<file path="config.mk">
export PLATFORM = sky130hd
export DESIGN_NAME = chinese_wall_access_checker_unit
export DESIGN_NICKNAME = d
export VERILOG_FILES = /design/src/sv/cwac_pkg.sv /design/src/sv/chinese_wall_access_checker_unit.sv /design/src/sv/cwac_decide.sv
export SDC_FILE = /design/constraint.sdc
export NUM_CORES = 1
export LEC_CHECK = 0
export BUFFER_PORTS_ARGS = -buffer_cell sky130_fd_sc_hd__buf_2
export CAP_MARGIN = 20
export CORE_MARGIN = 4
export CORE_UTILIZATION = 60
export DETAILED_ROUTE_END_ITERATION = 12
export GPL_ROUTABILITY_DRIVEN = 0
export GPL_TIMING_DRIVEN = 0
export HOLD_SLACK_MARGIN = 0.02
export PLACE_DENSITY = 0.74
export SLEW_MARGIN = 10
export SYNTH_ARGS = -nofsm -noshare
export SYNTH_HDL_FRONTEND = slang
export SYNTH_SLANG_ARGS = --single-unit
</file>
<file path="constraint.sdc">
create_clock -name clk -period 12.8 [get_ports clk]
set_clock_uncertainty 0.1 [all_clocks]
set_input_delay 1.28 -clock clk [delete_from_list [all_inputs] [get_ports clk]]
set_output_delay 1.28 -clock clk [all_outputs]
set_load 0.02 [all_outputs]
</file>
<file path="src/sv/cwac_pkg.sv">
// Shared types, codes and map decoding for the Chinese-wall access checker.
// Used by cwac_decide and chinese_wall_access_checker_unit; no dependencies.
`default_nettype none

package cwac_pkg;

  localparam int unsigned DEF_NUM_SUBJECTS = 16;
  localparam int unsigned DEF_NUM_OBJECTS  = 8;
  localparam int unsigned DEF_NUM_FIRMS    = 8;
  localparam int unsigned DEF_NUM_CLASSES  = 8;

  localparam int unsigned MAP_W     = 32;
  localparam int unsigned CMD_W     = 2;
  localparam int unsigned SUBJ_W    = 4;
  localparam int unsigned OBJ_W     = 3;
  localparam int unsigned OUTCOME_W = 2;
  localparam int unsigned CFG_IDX_W = 1;
  localparam int unsigned BITMAP_W  = 9;

  typedef logic [3:0]          code_t;
  typedef logic [BITMAP_W-1:0] bitmap_t;

  // The "no firm" and "no class" code; it is also the extra bitmap bit.
  localparam code_t NONE_CODE = 4'd8;

  typedef enum logic [CMD_W-1:0] {
    CMD_START = 2'd0,
    CMD_READ  = 2'd1,
    CMD_WRITE = 2'd2
  } cmd_t;

  typedef enum logic [OUTCOME_W-1:0] {
    OUT_REFUSED  = 2'd0,
    OUT_ACCEPTED = 2'd1,
    OUT_CLEARED  = 2'd2
  } outcome_t;

  typedef enum logic [CFG_IDX_W-1:0] {
    REG_OBJECT_FIRM_MAP = 1'd0,
    REG_FIRM_CLASS_MAP  = 1'd1
  } cfg_reg_t;

  typedef struct packed {
    bitmap_t acc;
    bitmap_t rd;
  } hist_t;

  typedef struct packed {
    logic     wr;
    logic     clear;
    hist_t    hist;
    outcome_t outcome;
  } decision_t;

  // Picks the 4-bit code of entry idx from a map; codes at or above limit mean none.
  function automatic code_t map_code(logic [MAP_W-1:0] map, logic [2:0] idx,
                                     int unsigned limit);
    code_t c;
    c = map[{idx, 2'b00} +: 4];
    return (32'(c) < limit) ? c : NONE_CODE;
  endfunction

endpackage

`default_nettype wire

</file>
<file path="src/sv/chinese_wall_access_checker_unit.sv">
// Brewer-Nash (Chinese wall) access checker, top level.
// Depends on cwac_pkg and cwac_decide.
`default_nettype none

// The block takes one request beat per clock unless out_ready stalls it, and
// returns one outcome beat for each request, in order, via the stage and output
// registers. A request is decided in a single pass from a stage register
// holding the request and the subject's history, read at acceptance from a
// history memory with one read and one write port. A grant written back in the
// same cycle that the next request for the same subject is read is forwarded
// into that request's history, so back-to-back requests to one subject see each
// other. A start beat clears every subject's history at once through a row of
// per-subject valid bits; an entry whose bit is clear reads as empty, so there
// is no clearing pass after reset or start. The two map registers are to be
// written through the cfg port only while the block is idle; the block does
// not enforce it. Reads and writes beyond the configured subject or object
// counts, and command code 3, are refused and leave the history untouched.
module chinese_wall_access_checker_unit #(
  parameter int unsigned NUM_SUBJECTS = cwac_pkg::DEF_NUM_SUBJECTS,
  parameter int unsigned NUM_OBJECTS  = cwac_pkg::DEF_NUM_OBJECTS,
  parameter int unsigned NUM_FIRMS    = cwac_pkg::DEF_NUM_FIRMS,
  parameter int unsigned NUM_CLASSES  = cwac_pkg::DEF_NUM_CLASSES
) (
  input  wire logic                              clk,
  input  wire logic                              rst_n,
  input  wire logic                              in_valid,
  output logic                                   in_ready,
  input  wire logic [cwac_pkg::CMD_W-1:0]        in_command,
  input  wire logic [cwac_pkg::SUBJ_W-1:0]       in_subject,
  input  wire logic [cwac_pkg::OBJ_W-1:0]        in_object,
  output logic                                   out_valid,
  input  wire logic                              out_ready,
  output logic [cwac_pkg::OUTCOME_W-1:0]         out_outcome,
  input  wire logic                              cfg_wr_en,
  input  wire logic [cwac_pkg::CFG_IDX_W-1:0]    cfg_index,
  input  wire logic [cwac_pkg::MAP_W-1:0]        cfg_data
);
  import cwac_pkg::*;

  // Address bits of the history memory; the subject field is zero-extended first
  // so that the slice stays legal when SIDX_W exceeds the subject width.
  localparam int unsigned SIDX_W = (NUM_SUBJECTS > 1) ? $clog2(NUM_SUBJECTS) : 1;

  logic [MAP_W-1:0] object_firm_map_r;
  logic [MAP_W-1:0] firm_class_map_r;

  // Stage register: the request under decision.
  logic              s1_valid_r;
  logic [CMD_W-1:0]  s1_cmd_r;
  logic [SUBJ_W-1:0] s1_subj_r;
  logic [OBJ_W-1:0]  s1_obj_r;
  logic [SIDX_W-1:0] s1_addr_r;

  // History storage and its forwarding path.
  hist_t             hist_mem [NUM_SUBJECTS];
  hist_t             mem_q_r;
  logic [NUM_SUBJECTS-1:0] hist_vld_r;
  logic              byp_r;
  hist_t             byp_hist_r;

  logic              out_valid_r;
  outcome_t          out_outcome_r;

  logic [SIDX_W+SUBJ_W-1:0] subj_ext;
  logic [SIDX_W-1:0] in_addr;
  logic              in_accept;
  logic              s1_adv;
  logic              s1_commit;
  logic              s1_valid_nxt;
  hist_t             s1_hist;
  decision_t         dec;

  assign subj_ext = {{SIDX_W{1'b0}}, in_subject};
  assign in_addr  = subj_ext[SIDX_W-1:0];

  // The stage moves on when the output register is empty or being drained.
  assign s1_adv    = !out_valid_r || out_ready;
  assign s1_commit = s1_valid_r && s1_adv;
  assign in_ready  = !s1_valid_r || s1_adv;
  assign in_accept = in_valid && in_ready;

  // History seen by the request: a forwarded grant wins, then a valid entry,
  // and an entry not written since the last start is empty.
  always_comb begin
    if (byp_r) begin
      s1_hist = byp_hist_r;
    end else if (hist_vld_r[s1_addr_r]) begin
      s1_hist = mem_q_r;
    end else begin
      s1_hist = '0;
    end
  end

  cwac_decide #(
    .NUM_SUBJECTS (NUM_SUBJECTS),
    .NUM_OBJECTS  (NUM_OBJECTS),
    .NUM_FIRMS    (NUM_FIRMS),
    .NUM_CLASSES  (NUM_CLASSES)
  ) u_decide (
    .command         (s1_cmd_r),
    .subject         (s1_subj_r),
    .object_idx      (s1_obj_r),
    .object_firm_map (object_firm_map_r),
    .firm_class_map  (firm_class_map_r),
    .hist            (s1_hist),
    .dec             (dec)
  );

  // Configuration registers.
  always_ff @(posedge clk) begin
    if (!rst_n) begin
      object_firm_map_r <= '1;
      firm_class_map_r  <= '1;
    end else if (cfg_wr_en) begin
      unique case (cfg_index)
        REG_OBJECT_FIRM_MAP: object_firm_map_r <= cfg_data;
        REG_FIRM_CLASS_MAP:  firm_class_map_r  <= cfg_data;
        default: begin
        end
      endcase
    end
  end

  always_comb begin
    s1_valid_nxt = s1_valid_r;
    if (in_accept) begin
      s1_valid_nxt = 1'b1;
    end else if (s1_commit) begin
      s1_valid_nxt = 1'b0;
    end
  end

  // Control state: stage and output valid flags and the per-subject valid bits.
  always_ff @(posedge clk) begin
    if (!rst_n) begin
      s1_valid_r  <= 1'b0;
      out_valid_r <= 1'b0;
      hist_vld_r  <= '0;
      byp_r       <= 1'b0;
    end else begin
      s1_valid_r <= s1_valid_nxt;
      if (s1_commit) begin
        out_valid_r <= 1'b1;
      end else if (out_ready) begin
        out_valid_r <= 1'b0;
      end
      if (s1_commit && dec.clear) begin
        hist_vld_r <= '0;
      end else if (s1_commit && dec.wr) begin
        hist_vld_r[s1_addr_r] <= 1'b1;
      end
      if (in_accept) begin
        byp_r <= s1_commit && dec.wr && (s1_addr_r == in_addr);
      end
    end
  end

  // Payload registers.
  always_ff @(posedge clk) begin
    if (in_accept) begin
      s1_cmd_r   <= in_command;
      s1_subj_r  <= in_subject;
      s1_obj_r   <= in_object;
      s1_addr_r  <= in_addr;
      byp_hist_r <= dec.hist;
    end
    if (s1_commit) begin
      out_outcome_r <= dec.outcome;
    end
  end

  // History memory: one registered read at acceptance, a write at each grant.
  always_ff @(posedge clk) begin
    if (s1_commit && dec.wr) begin
      hist_mem[s1_addr_r] <= dec.hist;
    end
  end

  always_ff @(posedge clk) begin
    if (in_accept) begin
      mem_q_r <= hist_mem[in_addr];
    end
  end

  assign out_valid   = out_valid_r;
  assign out_outcome = out_outcome_r;

endmodule

`default_nettype wire

</file>
<file path="src/sv/cwac_decide.sv">
// Combinational access decision for one request against one subject's history.
// Depends on cwac_pkg for codes, history types and map decoding.
`default_nettype none

module cwac_decide #(
  parameter int unsigned NUM_SUBJECTS = cwac_pkg::DEF_NUM_SUBJECTS,
  parameter int unsigned NUM_OBJECTS  = cwac_pkg::DEF_NUM_OBJECTS,
  parameter int unsigned NUM_FIRMS    = cwac_pkg::DEF_NUM_FIRMS,
  parameter int unsigned NUM_CLASSES  = cwac_pkg::DEF_NUM_CLASSES
) (
  input  wire logic [cwac_pkg::CMD_W-1:0]  command,
  input  wire logic [cwac_pkg::SUBJ_W-1:0] subject,
  input  wire logic [cwac_pkg::OBJ_W-1:0]  object_idx,
  input  wire logic [cwac_pkg::MAP_W-1:0]  object_firm_map,
  input  wire logic [cwac_pkg::MAP_W-1:0]  firm_class_map,
  input  wire cwac_pkg::hist_t             hist,
  output cwac_pkg::decision_t              dec
);
  import cwac_pkg::*;

  code_t   firm;
  code_t   cls;
  code_t   cls_f [BITMAP_W];
  logic    touched;
  logic    conflict;
  logic    in_range;
  logic    may_read;
  logic    may_write;
  bitmap_t firm_bit;

  always_comb begin
    firm = map_code(object_firm_map, object_idx, NUM_FIRMS);
    cls  = (firm == NONE_CODE) ? NONE_CODE : map_code(firm_class_map, firm[2:0], NUM_CLASSES);
    firm_bit = bitmap_t'(1) << firm;

    // Class of every firm the bitmaps can hold, the none firm last.
    touched  = 1'b0;
    conflict = 1'b0;
    for (int f = 0; f < BITMAP_W; f++) begin
      cls_f[f] = (f == BITMAP_W - 1) ? NONE_CODE
                 : map_code(firm_class_map, 3'(f), NUM_CLASSES);
      if (hist.acc[f] && cls_f[f] == cls) begin
        touched = 1'b1;
      end
      if (hist.rd[f] && code_t'(f) != firm && cls_f[f] == cls) begin
        conflict = 1'b1;
      end
    end

    in_range  = (32'(subject) < NUM_SUBJECTS) && (32'(object_idx) < NUM_OBJECTS);
    may_read  = !touched || hist.acc[firm];
    may_write = may_read && !conflict;

    dec.wr       = 1'b0;
    dec.clear    = 1'b0;
    dec.hist.acc = hist.acc | firm_bit;
    dec.hist.rd  = hist.rd;
    dec.outcome  = OUT_REFUSED;

    unique case (command)
      CMD_START: begin
        dec.clear   = 1'b1;
        dec.outcome = OUT_CLEARED;
      end
      CMD_READ: begin
        if (in_range && may_read) begin
          dec.wr      = 1'b1;
          dec.hist.rd = hist.rd | firm_bit;
          dec.outcome = OUT_ACCEPTED;
        end
      end
      CMD_WRITE: begin
        if (in_range && may_write) begin
          dec.wr      = 1'b1;
          dec.outcome = OUT_ACCEPTED;
        end
      end
      default: begin
        dec.outcome = OUT_REFUSED;
      end
    endcase
  end

endmodule

`default_nettype wire
</file>
==> impl_metrics.json <==
{
  "multiInputGateArea_mm2": 0.00551,
  "final-max-slew-violation-count": 0,
  "final.fill_count": 1839,
  "hold_buffers": 0,
  "first_iter_violations": 1343,
  "synth_commonest_cells": "edfxtp_1, nand2_1, mux4_2",
  "die-area_mm2": 0.0320,
  "total_power_mw": 2.87,
  "preCtsSetupSlack_ns": 6.72,
  "synth_area_leader_cell": "edfxtp_1",
  "synth-edff-count": 335,
  "worst_hold_slack_ns": 0.343,
  "utilization_pct": 70.0,
  "path_clk_slew_ns": 0.06,
  "powerDensity_mw_per_mm2": 143,
  "root_buffer": "clkbuf_16",
  "syn_avg_cell_area_um2": 15.2,
  "via_per_inst": 6.45,
  "fin_area_mm2": 0.0201,
  "worst_pin_slew_ns": 1.06,
  "die_x_um": 179,
  "grt_usage_pct": 29.0,
  "period_share_pct": 48.8,
  "outcome": "finished, final reports clean",
  "cp-start-kind": "register",
  "synth_area_leaders": "edfxtp_1, mux4_2, dfxtp_1, nand2_1, nand3_1",
  "timing.final.ws_setup_ns": 6.55,
  "vdd_drop_max_mv": 0.112,
  "cts_sinks": 418,
  "synth_cell_types": 76,
  "regArea_mm2": 0.0117,
  "die_y_um": 179,
  "yosysSeqAreaShare_pct": 67.0,
  "synth_seq_cells": 418,
  "synth-main-ff-cell": "edfxtp_1",
  "post-synth-top-area-fraction_pct": 57.5,
  "fin_tns_setup_ns": 0,
  "cap_violations": 0,
  "required_ns": 12.93,
  "cts_max_path_buffers": 3,
  "row_count": 62,
  "overflow": 0,
  "syn_area_mm2": 0.0175,
  "first_global_vias": 10900,
  "cp_max_fo": 10,
  "ios": 51,
  "initial_core_util_pct": 60.9,
  "yosys_warnings": 0,
  "wl_per_cell_um": 26.8,
  "cts_htree_levels": 2,
  "hold_class": "reg -> reg",
  "dr.pass1.iters": 6,
  "cts_tree": "yes",
  "postPlaceCellArea_mm2": 0.0188,
  "grt_max_degree": 37,
  "antenna_left": 0,
  "syn_inst": 1149,
  "async_reset_ff_share_pct": 0,
  "path_class": "reg -> reg",
  "cts_resized": 0,
  "area_growth_pct": 14.8,
  "drc": 0,
  "slew_headroom_pct": 29.5,
  "antenna_cells": 0,
  "post_cts_buffers": 0,
  "dp_hpwl_mm": 30.0,
  "syn_nets": 1200,
  "rsz0062_at_grt": "no",
  "setup_viol": 0,
  "p_leak_nw": 7.26,
  "placedCellCount": 1626,
  "core-area_mm2": 0.0287,
  "max_freq_ghz": 0.160,
  "numCtsBuffers": 42,
  "finalHoldViolCount": 0,
  "antenna_found_initial": 0,
  "period_needed_ns": 6.25,
  "clk_latency_ns": 0.54,
  "totalWireLength_mm": 45.6,
  "final_nets": 1342,
  "end_kind": "register",
  "critPathArrivalTime_ns": 6.38,
  "yosysMostFrequentCell": "edfxtp_1",
  "drive_gt1_share_pct": 24.1,
  "vias": 11000,
  "fin_cells": 1704,
  "port_buffers": 49,
  "grt_pass1_wl_mm": 67.8
}
==> layer usage <==
layer / track usage [%] / wire length, µm / vias to the layer above
li1: - / - / 4721
met1: 38.9 / 16900 / 5529
met2: 49.6 / 23200 / 614
met3: 4.09 / 3740 / 125
met4: 9.72 / 1750 / 0
met5: 0 / 0 / -
==> worst paths after layout <==
kind                       from        endpoint  slack (ns)  depth (start not counted)
hold / removal    hist_vld_r[0]   hist_vld_r[0]        0.34                          2
setup / recovery    s1_obj_r[0]  hist_mem[6][8]        6.55                         20
setup reg to reg    s1_obj_r[0]  hist_mem[6][8]        6.55                         20
hold reg to reg   hist_vld_r[0]   hist_vld_r[0]        0.34                          2
==> where the power goes <==
part / internal [mW] / switching (mW)
Combinational: 0.0895 / 0.142
Clock: 0.625 / 0.509
Sequential: 1.49 / 0.0175
==> flip-flops by register name, summed over array words and instances, names as in the netlist <==
signal	count
byp_hist_r	18
byp_r	1
firm_class_map_r	32
hist_mem	288
hist_vld_r	16
mem_q_r	18
object_firm_map_r	32
out_outcome	2
out_valid	1
s1_addr_r	4
s1_cmd_r	2
s1_obj_r	3
s1_valid_r	1
==> cell usage in the layout (no fill, tap or decap), types with 25 or more instances in the layout <==
master	instances
a21oi_1	25
edfxtp_1	335
nand2_1	198
dfxtp_1	83
nand3_1	70
mux4_2	101
nor2_1	34
clkbuf_1	48
buf_2	56
buf_6	26
clkbuf_16	42
==> worst max-delay path: stages (launching register included) <==
cell	delay [ns]
edfxtp_1	0.34
buf_6	0.18
mux4_2	0.57
mux2i_4	0.39
nand2b_2	0.18
a2111oi_0	0.68
a31oi_1	0.14
and2_1	0.19
buf_6	0.15
xnor2_1	0.14
a221oi_2	0.36
nor3_1	0.12
nor4_2	0.29
a31oi_1	0.14
or2_1	0.28
buf_6	0.15
buf_6	0.14
nor4_2	0.68
buf_4	0.30
buf_6	0.16
buf_2	0.22
==> cell families (layout without fill, tap and decap cells) <==
kind of cell	count (synthesis)	after routing	synth area share, %
AO/OA/AOI/OAI	117	117	4.67
XOR/XNOR	24	24	1.20
adder cells (fa/ha/maj)	4	4	0.286
buffers and inverters	86	257	2.23
flip-flops	418	418	67.0
multiplexers	114	114	14.0
AND/OR/NAND/NOR	386	386	10.6
==> area by class of cell <==
type	instances	area share, %
sequential	418	58.3
multi-input combinational	645	27.4
clock buffer	49	5.36
timing repair buffer	98	3.69
tap	384	2.39
buffer	72	1.68
clock inverter	24	0.860
inverter	14	0.262
Note: power is estimated with default switching activity, not from simulation.
